## src/hdl/assert_macros.svh

```systemverilog
// Assertion helpers used by the register block RTL.
`ifndef ASSERT_MACROS_SVH
`define ASSERT_MACROS_SVH

// Check a property on every rising clock edge, held off while reset is low.
`define VMM_ASSERT(label, clk, rst_n, prop, msg) \
    label: assert property (@(posedge clk) disable iff (!(rst_n)) prop) else $error(msg);

// Check a property on every rising clock edge, reset included.
`define VMM_ASSERT_ALWAYS(label, clk, prop, msg) \
    label: assert property (@(posedge clk) prop) else $error(msg);

`endif

```

## src/hdl/vmmio_pkg.sv

```systemverilog
// ----------------------------------------------------------------------------
// vmmio_pkg
// Constants shared by the virtio-mmio register block: operation codes,
// register offsets, identity words and parameter defaults.
// ----------------------------------------------------------------------------
package vmmio_pkg;

    localparam int QUEUE_COUNT_DEF  = 2;
    localparam int QUEUE_MAX_DEF    = 256;
    localparam int CONFIG_BYTES_DEF = 8;

    localparam logic [1:0] OP_READ  = 2'd0;
    localparam logic [1:0] OP_WRITE = 2'd1;
    localparam logic [1:0] OP_RAISE = 2'd2;

    localparam logic [1:0] CFG_DEVICE_PRESENT    = 2'd0;
    localparam logic [1:0] CFG_MAC_ADDRESS       = 2'd1;
    localparam logic [1:0] CFG_CONFIG_GENERATION = 2'd2;

    localparam logic [11:0] OFF_MAGIC        = 12'h000;
    localparam logic [11:0] OFF_VERSION      = 12'h004;
    localparam logic [11:0] OFF_DEVICE_ID    = 12'h008;
    localparam logic [11:0] OFF_VENDOR_ID    = 12'h00c;
    localparam logic [11:0] OFF_DEV_FEAT     = 12'h010;
    localparam logic [11:0] OFF_DEV_FEAT_SEL = 12'h014;
    localparam logic [11:0] OFF_DRV_FEAT     = 12'h020;
    localparam logic [11:0] OFF_DRV_FEAT_SEL = 12'h024;
    localparam logic [11:0] OFF_PAGE_SIZE    = 12'h028;
    localparam logic [11:0] OFF_QUEUE_SEL    = 12'h030;
    localparam logic [11:0] OFF_QUEUE_MAX    = 12'h034;
    localparam logic [11:0] OFF_QUEUE_NUM    = 12'h038;
    localparam logic [11:0] OFF_QUEUE_READY  = 12'h044;
    localparam logic [11:0] OFF_QUEUE_NOTIFY = 12'h050;
    localparam logic [11:0] OFF_INT_STATUS   = 12'h060;
    localparam logic [11:0] OFF_INT_ACK      = 12'h064;
    localparam logic [11:0] OFF_STATUS       = 12'h070;
    localparam logic [11:0] OFF_DESC_LOW     = 12'h080;
    localparam logic [11:0] OFF_DESC_HIGH    = 12'h084;
    localparam logic [11:0] OFF_AVAIL_LOW    = 12'h090;
    localparam logic [11:0] OFF_AVAIL_HIGH   = 12'h094;
    localparam logic [11:0] OFF_USED_LOW     = 12'h0a0;
    localparam logic [11:0] OFF_USED_HIGH    = 12'h0a4;
    localparam logic [11:0] OFF_CONFIG_GEN   = 12'h0fc;
    localparam logic [11:0] CFG_BASE         = 12'h100;

    localparam logic [31:0] MAGIC_WORD      = 32'h74726976;
    localparam logic [31:0] VERSION_WORD    = 32'd2;
    localparam logic [31:0] NET_DEVICE_ID   = 32'd1;
    localparam logic [31:0] VENDOR_WORD     = 32'h41564d31;
    localparam logic [63:0] FEATURES_ALL    = 64'h0000_0001_0001_8020;
    localparam logic [31:0] PAGE_SIZE_RESET = 32'd4096;

    localparam int CFG_WINDOW_LANES = 8;
    localparam int MAC_BYTES        = 6;
    localparam logic [7:0] LINK_UP_BYTE = 8'd1;

endpackage

```

## src/hdl/vmmio_cfg_window.sv

```systemverilog
// ----------------------------------------------------------------------------
// vmmio_cfg_window
// Read path of the device config window: assembles up to eight bytes of
// MAC address and link status, little-endian, with the range check.
// ----------------------------------------------------------------------------
module vmmio_cfg_window #(
    parameter int CONFIG_BYTES = vmmio_pkg::CONFIG_BYTES_DEF
) (
    input  logic        i_present,
    input  logic [47:0] i_mac,
    input  logic [7:0]  i_rel,
    input  logic [3:0]  i_size,
    output logic [63:0] o_data
);

    localparam int LANES = vmmio_pkg::CFG_WINDOW_LANES;

    logic       w_ok;
    logic [9:0] w_end;

    assign w_end = {2'b00, i_rel} + {6'b000000, i_size};
    assign w_ok  = i_present && (i_size != 4'd0) && (i_size <= 4'(LANES))
                   && (w_end <= 10'(CONFIG_BYTES));

    always_comb begin
        logic [8:0] idx;
        logic [7:0] byte_v;
        o_data = '0;
        for (int k = 0; k < LANES; k++) begin
            idx = {1'b0, i_rel} + 9'(k);
            if (idx < 9'(vmmio_pkg::MAC_BYTES)) begin
                byte_v = i_mac[8*idx[2:0] +: 8];
            end else if (idx == 9'(vmmio_pkg::MAC_BYTES)) begin
                byte_v = vmmio_pkg::LINK_UP_BYTE;
            end else begin
                byte_v = 8'd0;
            end
            if (w_ok && (4'(k) < i_size)) begin
                o_data[8*k +: 8] = byte_v;
            end
        end
    end

endmodule

```

## src/hdl/virtio_mmio_register_block.sv

```systemverilog
// ----------------------------------------------------------------------------
// virtio_mmio_register_block
// Register front end of a virtio-mmio version 2 network device.
// ----------------------------------------------------------------------------
// Usage:
//   Input channel (i_in_valid / o_in_stall) carries one bus access or one
//   interrupt-raise event per transfer: op, offset, access size, write data
//   and raise bits. Output channel (o_out_valid / i_out_stall) returns one
//   result per transfer: read data, queue notify pulse and interrupt line.
//   The result of a transfer is registered and is valid after the edge
//   that takes it. Throughput is one transfer per cycle unless stalled;
//   decode and register update lie between input and result register.
//   When the receiver stalls, the result register holds and the next input
//   is accepted only once the held result has left, so o_in_stall follows
//   a full, stalled result register.
//   Configuration (present flag, MAC, config generation) is written over
//   the plain write port, by the user, while the block is idle (unchecked).
//   Reset (synchronous, active low) clears all device registers to their
//   defaults (page size 4096) and empties the result register. A status
//   write of zero performs the same clear of device state, not config.
// ----------------------------------------------------------------------------
`include "assert_macros.svh"

module virtio_mmio_register_block #(
    parameter int QUEUE_COUNT  = vmmio_pkg::QUEUE_COUNT_DEF,
    parameter int QUEUE_MAX    = vmmio_pkg::QUEUE_MAX_DEF,
    parameter int CONFIG_BYTES = vmmio_pkg::CONFIG_BYTES_DEF
) (
    input  logic        i_clk,
    input  logic        i_rst_n,
    input  logic        i_cfg_wr_en,
    input  logic [1:0]  i_cfg_index,
    input  logic [47:0] i_cfg_data,
    input  logic        i_in_valid,
    output logic        o_in_stall,
    input  logic [1:0]  i_op,
    input  logic [11:0] i_offset,
    input  logic [3:0]  i_access_size,
    input  logic [31:0] i_write_data,
    input  logic [31:0] i_raise_bits,
    output logic        o_out_valid,
    input  logic        i_out_stall,
    output logic [63:0] o_read_data,
    output logic        o_notify_valid,
    output logic        o_notify_queue,
    output logic        o_irq_line
);

    localparam int QW = (QUEUE_COUNT > 1) ? $clog2(QUEUE_COUNT) : 1;
    localparam int LW = $clog2(QUEUE_MAX + 1);
    localparam logic [LW-1:0] QMAX_V = LW'(QUEUE_MAX);

    logic          r_dev_present;
    logic [47:0]   r_mac;
    logic [31:0]   r_cfg_gen;

    logic [31:0]   r_feat_sel,   n_feat_sel;
    logic [31:0]   r_drv_sel,    n_drv_sel;
    logic [63:0]   r_drv_feat,   n_drv_feat;
    logic [31:0]   r_page_size,  n_page_size;
    logic [31:0]   r_queue_sel,  n_queue_sel;
    logic [LW-1:0] r_qlen  [QUEUE_COUNT];
    logic [LW-1:0] n_qlen  [QUEUE_COUNT];
    logic          r_qrdy  [QUEUE_COUNT];
    logic          n_qrdy  [QUEUE_COUNT];
    logic [63:0]   r_desc  [QUEUE_COUNT];
    logic [63:0]   n_desc  [QUEUE_COUNT];
    logic [63:0]   r_avail [QUEUE_COUNT];
    logic [63:0]   n_avail [QUEUE_COUNT];
    logic [63:0]   r_used  [QUEUE_COUNT];
    logic [63:0]   n_used  [QUEUE_COUNT];
    logic [31:0]   r_int_status, n_int_status;
    logic [31:0]   r_dev_status, n_dev_status;

    logic          r_out_valid;
    logic [63:0]   r_read_data,  n_read_data;
    logic          r_notify_valid, n_notify_valid;
    logic          r_notify_queue, n_notify_queue;
    logic          r_irq_line;

    logic          w_in_acc;
    logic          w_in_window;
    logic [7:0]    w_rel;
    logic [63:0]   w_win_data;
    logic          w_qok;
    logic [QW-1:0] w_q;
    logic          w_reg_access;
    logic [31:0]   w_reg_rd;
    logic [63:0]   w_feats;

    assign o_in_stall = r_out_valid && i_out_stall;
    assign w_in_acc   = i_in_valid && !o_in_stall;

    assign w_in_window = (i_offset >= vmmio_pkg::CFG_BASE)
                         && ({1'b0, i_offset} < ({1'b0, vmmio_pkg::CFG_BASE}
                                                 + 13'(CONFIG_BYTES)));
    assign w_rel        = 8'(i_offset - vmmio_pkg::CFG_BASE);
    assign w_reg_access = !w_in_window && (i_access_size == 4'd4);
    assign w_qok        = r_queue_sel < 32'(QUEUE_COUNT);
    assign w_q          = w_qok ? r_queue_sel[QW-1:0] : '0;
    assign w_feats      = r_dev_present ? vmmio_pkg::FEATURES_ALL : 64'd0;

    vmmio_cfg_window #(
        .CONFIG_BYTES (CONFIG_BYTES)
    ) u_cfg_window (
        .i_present (r_dev_present),
        .i_mac     (r_mac),
        .i_rel     (w_rel),
        .i_size    (i_access_size),
        .o_data    (w_win_data)
    );

    always_comb begin
        w_reg_rd = 32'd0;
        case (i_offset)
            vmmio_pkg::OFF_MAGIC:      w_reg_rd = vmmio_pkg::MAGIC_WORD;
            vmmio_pkg::OFF_VERSION:    w_reg_rd = vmmio_pkg::VERSION_WORD;
            vmmio_pkg::OFF_DEVICE_ID: begin
                w_reg_rd = r_dev_present ? vmmio_pkg::NET_DEVICE_ID : 32'd0;
            end
            vmmio_pkg::OFF_VENDOR_ID:  w_reg_rd = vmmio_pkg::VENDOR_WORD;
            vmmio_pkg::OFF_DEV_FEAT: begin
                if (r_feat_sel == 32'd0) begin
                    w_reg_rd = w_feats[31:0];
                end else if (r_feat_sel == 32'd1) begin
                    w_reg_rd = w_feats[63:32];
                end
            end
            vmmio_pkg::OFF_QUEUE_SEL:  w_reg_rd = r_queue_sel;
            vmmio_pkg::OFF_QUEUE_MAX: begin
                w_reg_rd = (r_dev_present && w_qok) ? 32'(QUEUE_MAX) : 32'd0;
            end
            vmmio_pkg::OFF_INT_STATUS: w_reg_rd = r_int_status;
            vmmio_pkg::OFF_STATUS:     w_reg_rd = r_dev_status;
            vmmio_pkg::OFF_CONFIG_GEN: w_reg_rd = r_cfg_gen;
            vmmio_pkg::OFF_QUEUE_NUM:  w_reg_rd = w_qok ? 32'(r_qlen[w_q]) : 32'd0;
            vmmio_pkg::OFF_QUEUE_READY: begin
                w_reg_rd = w_qok ? {31'd0, r_qrdy[w_q]} : 32'd0;
            end
            vmmio_pkg::OFF_DESC_LOW:   w_reg_rd = w_qok ? r_desc[w_q][31:0]  : 32'd0;
            vmmio_pkg::OFF_DESC_HIGH:  w_reg_rd = w_qok ? r_desc[w_q][63:32] : 32'd0;
            vmmio_pkg::OFF_AVAIL_LOW:  w_reg_rd = w_qok ? r_avail[w_q][31:0]  : 32'd0;
            vmmio_pkg::OFF_AVAIL_HIGH: w_reg_rd = w_qok ? r_avail[w_q][63:32] : 32'd0;
            vmmio_pkg::OFF_USED_LOW:   w_reg_rd = w_qok ? r_used[w_q][31:0]  : 32'd0;
            vmmio_pkg::OFF_USED_HIGH:  w_reg_rd = w_qok ? r_used[w_q][63:32] : 32'd0;
            default: w_reg_rd = 32'd0;
        endcase
    end

    always_comb begin
        n_feat_sel     = r_feat_sel;
        n_drv_sel      = r_drv_sel;
        n_drv_feat     = r_drv_feat;
        n_page_size    = r_page_size;
        n_queue_sel    = r_queue_sel;
        n_qlen         = r_qlen;
        n_qrdy         = r_qrdy;
        n_desc         = r_desc;
        n_avail        = r_avail;
        n_used         = r_used;
        n_int_status   = r_int_status;
        n_dev_status   = r_dev_status;
        n_read_data    = 64'd0;
        n_notify_valid = 1'b0;
        n_notify_queue = 1'b0;

        case (i_op)
            vmmio_pkg::OP_READ: begin
                if (w_in_window) begin
                    n_read_data = w_win_data;
                end else if (i_access_size == 4'd4) begin
                    n_read_data = {32'd0, w_reg_rd};
                end
            end
            vmmio_pkg::OP_WRITE: begin
                if (w_reg_access) begin
                    case (i_offset)
                        vmmio_pkg::OFF_DEV_FEAT_SEL: n_feat_sel  = i_write_data;
                        vmmio_pkg::OFF_DRV_FEAT_SEL: n_drv_sel   = i_write_data;
                        vmmio_pkg::OFF_DRV_FEAT: begin
                            if (r_drv_sel != 32'd0) begin
                                n_drv_feat[63:32] = i_write_data;
                            end else begin
                                n_drv_feat[31:0] = i_write_data;
                            end
                        end
                        vmmio_pkg::OFF_PAGE_SIZE:    n_page_size = i_write_data;
                        vmmio_pkg::OFF_INT_ACK: begin
                            n_int_status = r_int_status & ~i_write_data;
                        end
                        vmmio_pkg::OFF_STATUS: begin
                            if (i_write_data == 32'd0) begin
                                n_feat_sel   = 32'd0;
                                n_drv_sel    = 32'd0;
                                n_drv_feat   = 64'd0;
                                n_page_size  = vmmio_pkg::PAGE_SIZE_RESET;
                                n_queue_sel  = 32'd0;
                                n_int_status = 32'd0;
                                n_dev_status = 32'd0;
                                for (int q = 0; q < QUEUE_COUNT; q++) begin
                                    n_qlen[q]  = '0;
                                    n_qrdy[q]  = 1'b0;
                                    n_desc[q]  = 64'd0;
                                    n_avail[q] = 64'd0;
                                    n_used[q]  = 64'd0;
                                end
                            end else begin
                                n_dev_status = i_write_data;
                            end
                        end
                        vmmio_pkg::OFF_QUEUE_SEL:    n_queue_sel = i_write_data;
                        vmmio_pkg::OFF_QUEUE_NOTIFY: begin
                            if (r_dev_present && (i_write_data < 32'(QUEUE_COUNT))) begin
                                n_notify_valid = 1'b1;
                                n_notify_queue = i_write_data[0];
                            end
                        end
                        vmmio_pkg::OFF_QUEUE_NUM: begin
                            if (w_qok) begin
                                n_qlen[w_q] = (i_write_data > 32'(QUEUE_MAX)) ?
                                              QMAX_V : i_write_data[LW-1:0];
                            end
                        end
                        vmmio_pkg::OFF_QUEUE_READY: begin
                            if (w_qok) n_qrdy[w_q] = i_write_data != 32'd0;
                        end
                        vmmio_pkg::OFF_DESC_LOW: begin
                            if (w_qok) n_desc[w_q][31:0] = i_write_data;
                        end
                        vmmio_pkg::OFF_DESC_HIGH: begin
                            if (w_qok) n_desc[w_q][63:32] = i_write_data;
                        end
                        vmmio_pkg::OFF_AVAIL_LOW: begin
                            if (w_qok) n_avail[w_q][31:0] = i_write_data;
                        end
                        vmmio_pkg::OFF_AVAIL_HIGH: begin
                            if (w_qok) n_avail[w_q][63:32] = i_write_data;
                        end
                        vmmio_pkg::OFF_USED_LOW: begin
                            if (w_qok) n_used[w_q][31:0] = i_write_data;
                        end
                        vmmio_pkg::OFF_USED_HIGH: begin
                            if (w_qok) n_used[w_q][63:32] = i_write_data;
                        end
                        default: ;
                    endcase
                end
            end
            vmmio_pkg::OP_RAISE: begin
                n_int_status = r_int_status | i_raise_bits;
            end
            default: ;
        endcase
    end

    always_ff @(posedge i_clk) begin
        if (!i_rst_n) begin
            r_dev_present <= 1'b0;
            r_mac         <= 48'd0;
            r_cfg_gen     <= 32'd0;
        end else if (i_cfg_wr_en) begin
            case (i_cfg_index)
                vmmio_pkg::CFG_DEVICE_PRESENT:    r_dev_present <= i_cfg_data[0];
                vmmio_pkg::CFG_MAC_ADDRESS:       r_mac         <= i_cfg_data;
                vmmio_pkg::CFG_CONFIG_GENERATION: r_cfg_gen     <= i_cfg_data[31:0];
                default: ;
            endcase
        end
    end

    always_ff @(posedge i_clk) begin
        if (!i_rst_n) begin
            r_feat_sel   <= 32'd0;
            r_drv_sel    <= 32'd0;
            r_drv_feat   <= 64'd0;
            r_page_size  <= vmmio_pkg::PAGE_SIZE_RESET;
            r_queue_sel  <= 32'd0;
            r_int_status <= 32'd0;
            r_dev_status <= 32'd0;
            for (int q = 0; q < QUEUE_COUNT; q++) begin
                r_qlen[q]  <= '0;
                r_qrdy[q]  <= 1'b0;
                r_desc[q]  <= 64'd0;
                r_avail[q] <= 64'd0;
                r_used[q]  <= 64'd0;
            end
        end else if (w_in_acc) begin
            r_feat_sel   <= n_feat_sel;
            r_drv_sel    <= n_drv_sel;
            r_drv_feat   <= n_drv_feat;
            r_page_size  <= n_page_size;
            r_queue_sel  <= n_queue_sel;
            r_int_status <= n_int_status;
            r_dev_status <= n_dev_status;
            r_qlen       <= n_qlen;
            r_qrdy       <= n_qrdy;
            r_desc       <= n_desc;
            r_avail      <= n_avail;
            r_used       <= n_used;
        end
    end

    always_ff @(posedge i_clk) begin
        if (!i_rst_n) begin
            r_out_valid <= 1'b0;
        end else if (w_in_acc) begin
            r_out_valid <= 1'b1;
        end else if (!i_out_stall) begin
            r_out_valid <= 1'b0;
        end
    end

    always_ff @(posedge i_clk) begin
        if (w_in_acc) begin
            r_read_data    <= n_read_data;
            r_notify_valid <= n_notify_valid;
            r_notify_queue <= n_notify_queue;
            r_irq_line     <= n_int_status != 32'd0;
        end
    end

    assign o_out_valid    = r_out_valid;
    assign o_read_data    = r_read_data;
    assign o_notify_valid = r_notify_valid;
    assign o_notify_queue = r_notify_queue;
    assign o_irq_line     = r_irq_line;

    `VMM_ASSERT_ALWAYS(a_reset_empties, i_clk, !i_rst_n |=> !o_out_valid,
        "result register not empty after reset")

    `VMM_ASSERT(a_irq_matches, i_clk, i_rst_n,
        o_out_valid |-> (o_irq_line == (r_int_status != 32'd0)),
        "irq line disagrees with interrupt status")

    `VMM_ASSERT(a_notify_present, i_clk, i_rst_n,
        (o_out_valid && o_notify_valid) |-> r_dev_present,
        "notify raised for absent device")

    generate
        for (genvar g = 0; g < QUEUE_COUNT; g++) begin : g_qlen_chk
            `VMM_ASSERT(a_qlen_clamped, i_clk, i_rst_n, r_qlen[g] <= QMAX_V,
                "queue length above maximum")
        end
    endgenerate

endmodule
```

## config.mk

```make
export PLATFORM = sky130hd
export DESIGN_NAME = virtio_mmio_register_block
export DESIGN_NICKNAME = d
export VERILOG_FILES = /design/src/hdl/vmmio_pkg.sv /design/src/hdl/vmmio_cfg_window.sv /design/src/hdl/virtio_mmio_register_block.sv
export VERILOG_INCLUDE_DIRS = /design/src /design/src/hdl
export SDC_FILE = /design/constraint.sdc
export NUM_CORES = 2
export LEC_CHECK = 0
export BUFFER_PORTS_ARGS = -buffer_cell sky130_fd_sc_hd__buf_2
export CORE_MARGIN = 4
export CORE_UTILIZATION = 45
export DETAILED_ROUTE_END_ITERATION = 10
export PLACE_DENSITY_LB_ADDON = 0.12
export SLEW_MARGIN = 20
export SYNTH_ARGS = -nofsm -noshare
export SYNTH_HDL_FRONTEND = slang
export SYNTH_HIERARCHICAL = 1
export SYNTH_SLANG_ARGS = --single-unit
export TNS_END_PERCENT = 20
```

## constraint.sdc

```tcl
create_clock -name i_clk -period 3.5 [get_ports i_clk]
set_input_delay 0.175 -clock i_clk [delete_from_list [all_inputs] [get_ports i_clk]]
set_output_delay 0.175 -clock i_clk [all_outputs]
set_load 0.02 [all_outputs]
```

Yosys cells after proc, flatten, opt, wreduce, memory -nomap -nowiden:

Cells that the tools add are included.
Widths: inputs -> output; s select.

* word-level logic and storage cells: 260
* register bits after elaboration: 681
* input bits: 137

* reduce and logical (&&, ||, !) cells: 48
* add/sub/neg operators: 9
* $lt $le $gt $ge: 25
* equality and inequality tests: 44
* muxes and demuxes: 100
* bitwise logic cells: 4
* shifts and indexed selects: 8

Operators by type and width (number)
* $pmux 128 s3: 3
* $mux 128: 7
* $bwmux 128: 6
* $mux 64: 11
* $pmux 32 s18: 1
* $mux 32: 13
* $shiftx 48x7->8: 8
* $pmux 32 s2: 4
* $demux 64 s1: 2
* $mux 8: 16
* $eq 12x8->1 const B: 7
* $logic_not 32->1: 2
* $lt 32x2->1 const B: 2
* $reduce_bool 32->1: 2
* $eq 9x3->1 const B: 7
* $lt 9x3->1 const B: 7
* $mux 9: 7
* $eq 12x7->1 const B: 5
* $add 8x3->9 const B: 4
* $eq 12x6->1 const B: 3
* $mux 18: 2
* $pmux 18 s2: 1
* $mux 33: 1
* $and 32x32->32: 1
* 48 further kinds: 116

Depth between registers and ports, before layout:

* depth in word-level cells: 10
* mapped depth: 13
* mapped depth without buffers: 10

Hierarchy:

Netlist, hierarchy kept.

By module, submodules not included
* virtio_mmio_register_block: instances 1, area each 28587.4 um^2, cells an instance 3283
* vmmio_cfg_window: instances 1, area each 3557.2 um^2, cells an instance 479

Worst setup path before layout:

OpenSTA, ideal clock, no wires.

* path kind: reg2reg
* start: reg r_out_valid (netlist: o_out_valid)
* end: reg r_int_status[17]
* arrival time: 3.405 ns
* required time: 3.420 ns
* library setup time: 0.080 ns
* path buffers: 2
* slack: 0.015 ns
* stages on the path, launching flop included: 8
* period minus slack after synthesis: 3.485 ns
* cells stage by stage: dfxtp_1 > nand2_1 > nand2_1 > inv_1 > clkbuf_1 > buf_1 > o211ai_1 > a21boi_0

* longest elaborated chain between the ends: 3

Ends and longest elaborated chain
* start: declaration: line virtio_mmio_register_block.sv:75 `logic r_out_valid;`
* start signal: assignment: line virtio_mmio_register_block.sv:305 `r_out_valid <= 1'b0;`
* start signal: assignment: line virtio_mmio_register_block.sv:307 `r_out_valid <= 1'b1;`
* start signal: assignment: line virtio_mmio_register_block.sv:309 `r_out_valid <= 1'b0;`
* $logic_and 1x1->1: line virtio_mmio_register_block.sv:91 `assign o_in_stall = r_out_valid && i_out_stall;`
* $logic_not 1->1: line virtio_mmio_register_block.sv:92 `assign w_in_acc = i_in_valid && !o_in_stall;`
* $logic_and 1x1->1: line virtio_mmio_register_block.sv:92
* named net w_in_acc: line virtio_mmio_register_block.sv:81 `logic w_in_acc;`
* end signal: assignment: line virtio_mmio_register_block.sv:293 `r_int_status <= n_int_status;`
* end: declaration: line virtio_mmio_register_block.sv:72 `logic [31:0] r_int_status, n_int_status;`

The timed path passes the listed nets, and every way through them passes these cells.
A chain may end at the register's enable or synchronous reset.

Final worst setup path:

* start: reg r_queue_sel[8]
* end: reg r_read_data[29] (netlist: o_read_data[29]) (data pin)

* longest elaborated chain between the ends: 10

Ends and longest elaborated chain
* start: declaration: line virtio_mmio_register_block.sv:61 `logic [31:0] r_queue_sel, n_queue_sel;`
* start signal: assignment: line virtio_mmio_register_block.sv:292 `r_queue_sel <= n_queue_sel;`
* $lt 32x2->1 (*): line virtio_mmio_register_block.sv:99 `assign w_qok = r_queue_sel < 32'(QUEUE_COUNT);`
* $mux 1: line virtio_mmio_register_block.sv:100 `assign w_q = w_qok ? r_queue_sel[QW-1:0] : '0;`
* $not 1->2 (not written as such)
* $mux 64 (on tied branches) (3 in a row): line virtio_mmio_register_block.sv:145, virtio_mmio_register_block.sv:141, virtio_mmio_register_block.sv:143
* $mux 32, or another cell as far along: line virtio_mmio_register_block.sv:145 `vmmio_pkg::OFF_USED_HIGH: w_reg_rd = w_qok ? r_used[w_q][63:32] : 32'd0;`
* $pmux 32 s18 (*): line virtio_mmio_register_block.sv:115 `case (i_offset)`
* $mux 32 (*): line virtio_mmio_register_block.sv:171 `end else if (i_access_size == 4'd4) begin`
* $mux 64 (*): line virtio_mmio_register_block.sv:169 `if (w_in_window) begin`
* end signal: assignment: line virtio_mmio_register_block.sv:315 `r_read_data <= n_read_data;`
* end: declaration: line virtio_mmio_register_block.sv:76 `logic [63:0] r_read_data, n_read_data;`

Mark *: on every way between the ends. The rest lies on a longest branch, timed or not. The select of a mux whose other input is x is not followed.

==> metrics.json <==
{
  "clkSinkCount": 681,
  "cts_setup_buffers": 0,
  "category_of_cells_accounting_for_the_largest_share_of_critical_path_delay": "simple AND/OR/NAND/NOR gates",
  "yosys.area.top_type_share_pct": 38.2,
  "port_buffers": 205,
  "nets": 4204,
  "routedWlPerCell_um": 24.9,
  "worstPathMaxFanout": 56,
  "grt_first_pass_wirelength_um": 185000,
  "synth_top_cell_by_area": "dfxtp_1",
  "hold_class": "input pin to flip-flop",
  "grt_max_degree": 132,
  "path_common_cell": "buf_4",
  "slowest_stage": "a221o_1",
  "setup_viol": 0,
  "cts-root-buf": "clkbuf_16",
  "floorplan.initialDensity_pct": 45.7,
  "critical_path.reg2reg.startpoint": "r_queue_sel[8]",
  "synth-edff-count": 67,
  "synth-seq-cells": 681,
  "clock_tree.buffer_depth": 3,
  "place_congestion": 0.950,
  "power_leakage_nw": 14.3,
  "synth_top_cells_by_area": "dfxtp_1 38%, nand2_1 9.6%, edfxtp_1 6.3%",
  "outcome": "complete, no violations",
  "final-hold-violation-count": 0,
  "netSwitchingPower_mw": 4.37,
  "timing.rr.end": "o_read_data[29]",
  "fin_crit_sh_pct": 97.6,
  "final_hpwl_dp_um": 87400,
  "synth_area_um2": 32100,
  "power.switching_fraction_pct": 25.0,
  "reg2reg_slack_ps": 80,
  "slowest_stage_delay_on_critical_path_ps": 390,
  "synth_sequential_area_ratio_pct": 44.5,
  "worst-r2r-cell-count": 11,
  "synthDistinctLibCells": 106,
  "max-vdd-ir-drop_v": 0.000384,
  "synthesis.yosys.warnings": 6,
  "final_period_minus_worst_setup_slack_ps": 3420,
  "placement_rows": 97,
  "slew_headroom_pct": 39.7,
  "cts_htree_levels": 3,
  "synthArstFlopShare_pct": 0,
  "finClkSkew_ps": 29.6,
  "detail-route-antenna-nets": 0,
  "fillerInstances": 6610,
  "clk_transition_reported_paths_ps": 60,
  "share_seq_of_total_power_pct": 45.7,
  "clock.fmax_ghz": 0.293,
  "p_total_mw": 17.5,
  "finalMaxSlewViolations": 0,
  "totalNegativeSetupSlack_ps": 0,
  "pin_count": 206,
  "layout-drive-gt1-share_pct": 17.5,
  "synthToLayoutAreaGrowth_pct": 20.7,
  "powerDensity_nw_per_um2": 452,
  "power_frac_comb_pct": 8.6,
  "cp_bufs_invs": 3,
  "remaining_drc_errors": 0,
  "cp_cell_sequence": "nor4_1 > buf_4 > and4_1 > nand3_4 > buf_12 > buf_4 > mux2i_1 > o22ai_1 > nor3_1 > o221ai_1 > a221o_1",
  "syn-mean-instance-area_um2": 8.54,
  "clock_power_share_pct": 45.8,
  "die_width_um": 275,
  "mappedNetlistNets": 3920,
  "grt_antenna_before_repair": 1,
  "drv.max_cap_violation_count": 0,
  "min_delay_worst_endpoint": "r_dev_status[12]",
  "coreArea_um2": 70400,
  "holdPathStages": 4,
  "crit_path_start_kind": "flip-flop",
  "critical_path_class": "flip-flop to flip-flop",
  "layout.core_utilization_pct": 55.1,
  "p_int_mw": 13.1,
  "tritoncts.num_buffers": 75,
  "hold_path_startpoint": "i_write_data[12]",
  "global_route.usage.total_pct": 32.2,
  "worst-slew-pin-transition_ps": 904,
  "critical_path.endpoint_type": "flip-flop",
  "tritoncts": "yes",
  "first_iter_violations": 3997,
  "insertion_delay_ps": 640,
  "via_count_of_the_first_global_routing_pass": 28408,
  "vias_per_cell": 6.07,
  "via_count": 30636,
  "synth_top_flop_cell": "dfxtp_1",
  "worst_ep_required_time_ps": 3890,
  "firstDrtPassIters": 9,
  "grt_setup_unrepaired": "false",
  "die_height_um": 275,
  "dieArea_um2": 75800,
  "worst-endpoint-arrival_ps": 3800,
  "wl_um": 126000,
  "overflow": 0,
  "synthCells": 3762
}
layer usage:
metal	global-route usage, %	up-vias	part of all wire, %
li1	-	14129	-
met1	45.2	14887	43
met2	50.0	1370	44
met3	5.71	250	8.6
met4	11.3	0	3.8
met5	0	-	0
cell families after synthesis:
group | after synthesis | share of synthesized area (%)
simple gates | 1355 | 19.3
compound gates | 1136 | 23.8
flops | 681 | 44.5
buf+inv | 353 | 4.52
mux | 207 | 6.87
fa+ha+maj | 21 | 0.841
xor+xnor | 9 | 0.245
tightest hold or removal path, cell delays in order:
cell	delay [ps]
buf_2	100
buf_4	190
nand2_1	70
a21boi_0	60
worst max path at each step:
stage,startpoint,end,slack (ps),cells past startpoint
6_report,r_queue_sel[8],o_read_data[29],80,11
5_1_grt,r_queue_sel[8],o_read_data[15],10,11
4_1_cts,r_queue_sel[8],o_read_data[15],150,11
3_5_place_dp,i_access_size[1],o_irq_line,140,11
3_3_place_gp,i_offset[9],o_irq_line,150,11
2_1_floorplan,o_out_valid,r_int_status[17],20,7
cell usage in the layout (no fill, tap or decap), drive strengths merged, types with 14 or more instances in the layout:
master       count
a21boi         181
a21o            15
a21oi          150
a221o           16
a221oi          21
a222oi          34
a22oi           74
a31oi           36
a32o            64
and2            41
buf            468
clkbuf         110
clkinv          19
dfxtp          614
dlygate4sd3     61
edfxtp          67
ha              20
inv             30
mux2            47
mux2i          154
nand2          826
nand2b          19
nand3           70
nand4           28
nor2            83
nor2b           59
nor3           120
nor4            43
o21ai          387
o22ai           57
o31ai           14
or3             14
registers in the layout, indices dropped and copies added, names as in the netlist, 2 cells and up:
name	flops
r_used	128
r_dev_status	32
r_feat_sel	32
r_int_status	32
r_avail	128
r_qrdy	2
r_cfg_gen	32
r_desc	128
r_mac	48
o_read_data	64
r_queue_sel	32
r_qlen	18
power groups by stage:
stage | combinational (mW) | sequential (mW) | clock, mW
3_3_place_gp | 1.42 | 8.17 | 0
4_1_cts | 1.47 | 8.00 | 8.11
3_5_place_dp | 1.41 | 8.17 | 0
5_1_grt | 1.58 | 8.00 | 8.44
6_report | 1.50 | 8.00 | 8.02
2_1_floorplan | 0.749 | 8.20 | 0
per-stage QoR:
stage,cell area (um^2),hold WS (ps),cells,worst slack [ps]
2_1_floorplan,32100,299,3762,15.0
3_3_place_gp,35700,411,4848,147
3_5_place_dp,35700,416,4848,142
4_1_cts,38800,5.11,5043,152
5_1_grt,38800,31.8,5043,13.8
6_report,38800,29.4,5045,82.7
Yosys cell counts (7+ instances only):
cell,n
nor3_2,12
a21boi_0,170
a22o_1,13
mux2_2,46
a221oi_1,21
a222oi_1,34
edfxtp_1,67
nand4_1,26
buf_1,17
nand2b_1,18
a21boi_1,9
nor2_1,83
buf_4,10
buf_6,7
buf_2,25
nand2_1,825
o21ai_0,383
nor3_1,107
a32o_1,64
inv_1,28
a21o_1,15
and3_1,11
clkbuf_1,260
a221o_1,16
ha_1,20
dfxtp_1,614
o31ai_1,12
o221ai_1,13
or4_1,9
nand3_1,66
nor2b_1,59
a21oi_1,149
a31oi_1,35
a211oi_1,10
o211ai_1,8
or3_1,14
mux2i_1,154
nor4_1,39
a22oi_1,74
and2_1,40
o22ai_1,56
layout make-up:
cell class                 instances  area, um^2  share of cell area, %
sequential                       681       14300                   36.9
timing repair buffer             530        4130                   10.6
tap                              940        1180                   3.03
inverter                          30         114                  0.293
multi-input combinational       2728       16600                   42.7
clock buffer                     109        2150                   5.55
antenna                            2        5.00                 0.0129
clock inverter                    25         339                  0.874
timing repair:
action                                  CTS  global route
resized for setup                         0             1
endpoints found under the setup margin    0             1
hold buffers                             61             0
hold endpoints to repair                 92             0
No activity file was read; power rests on OpenSTA's default activity.
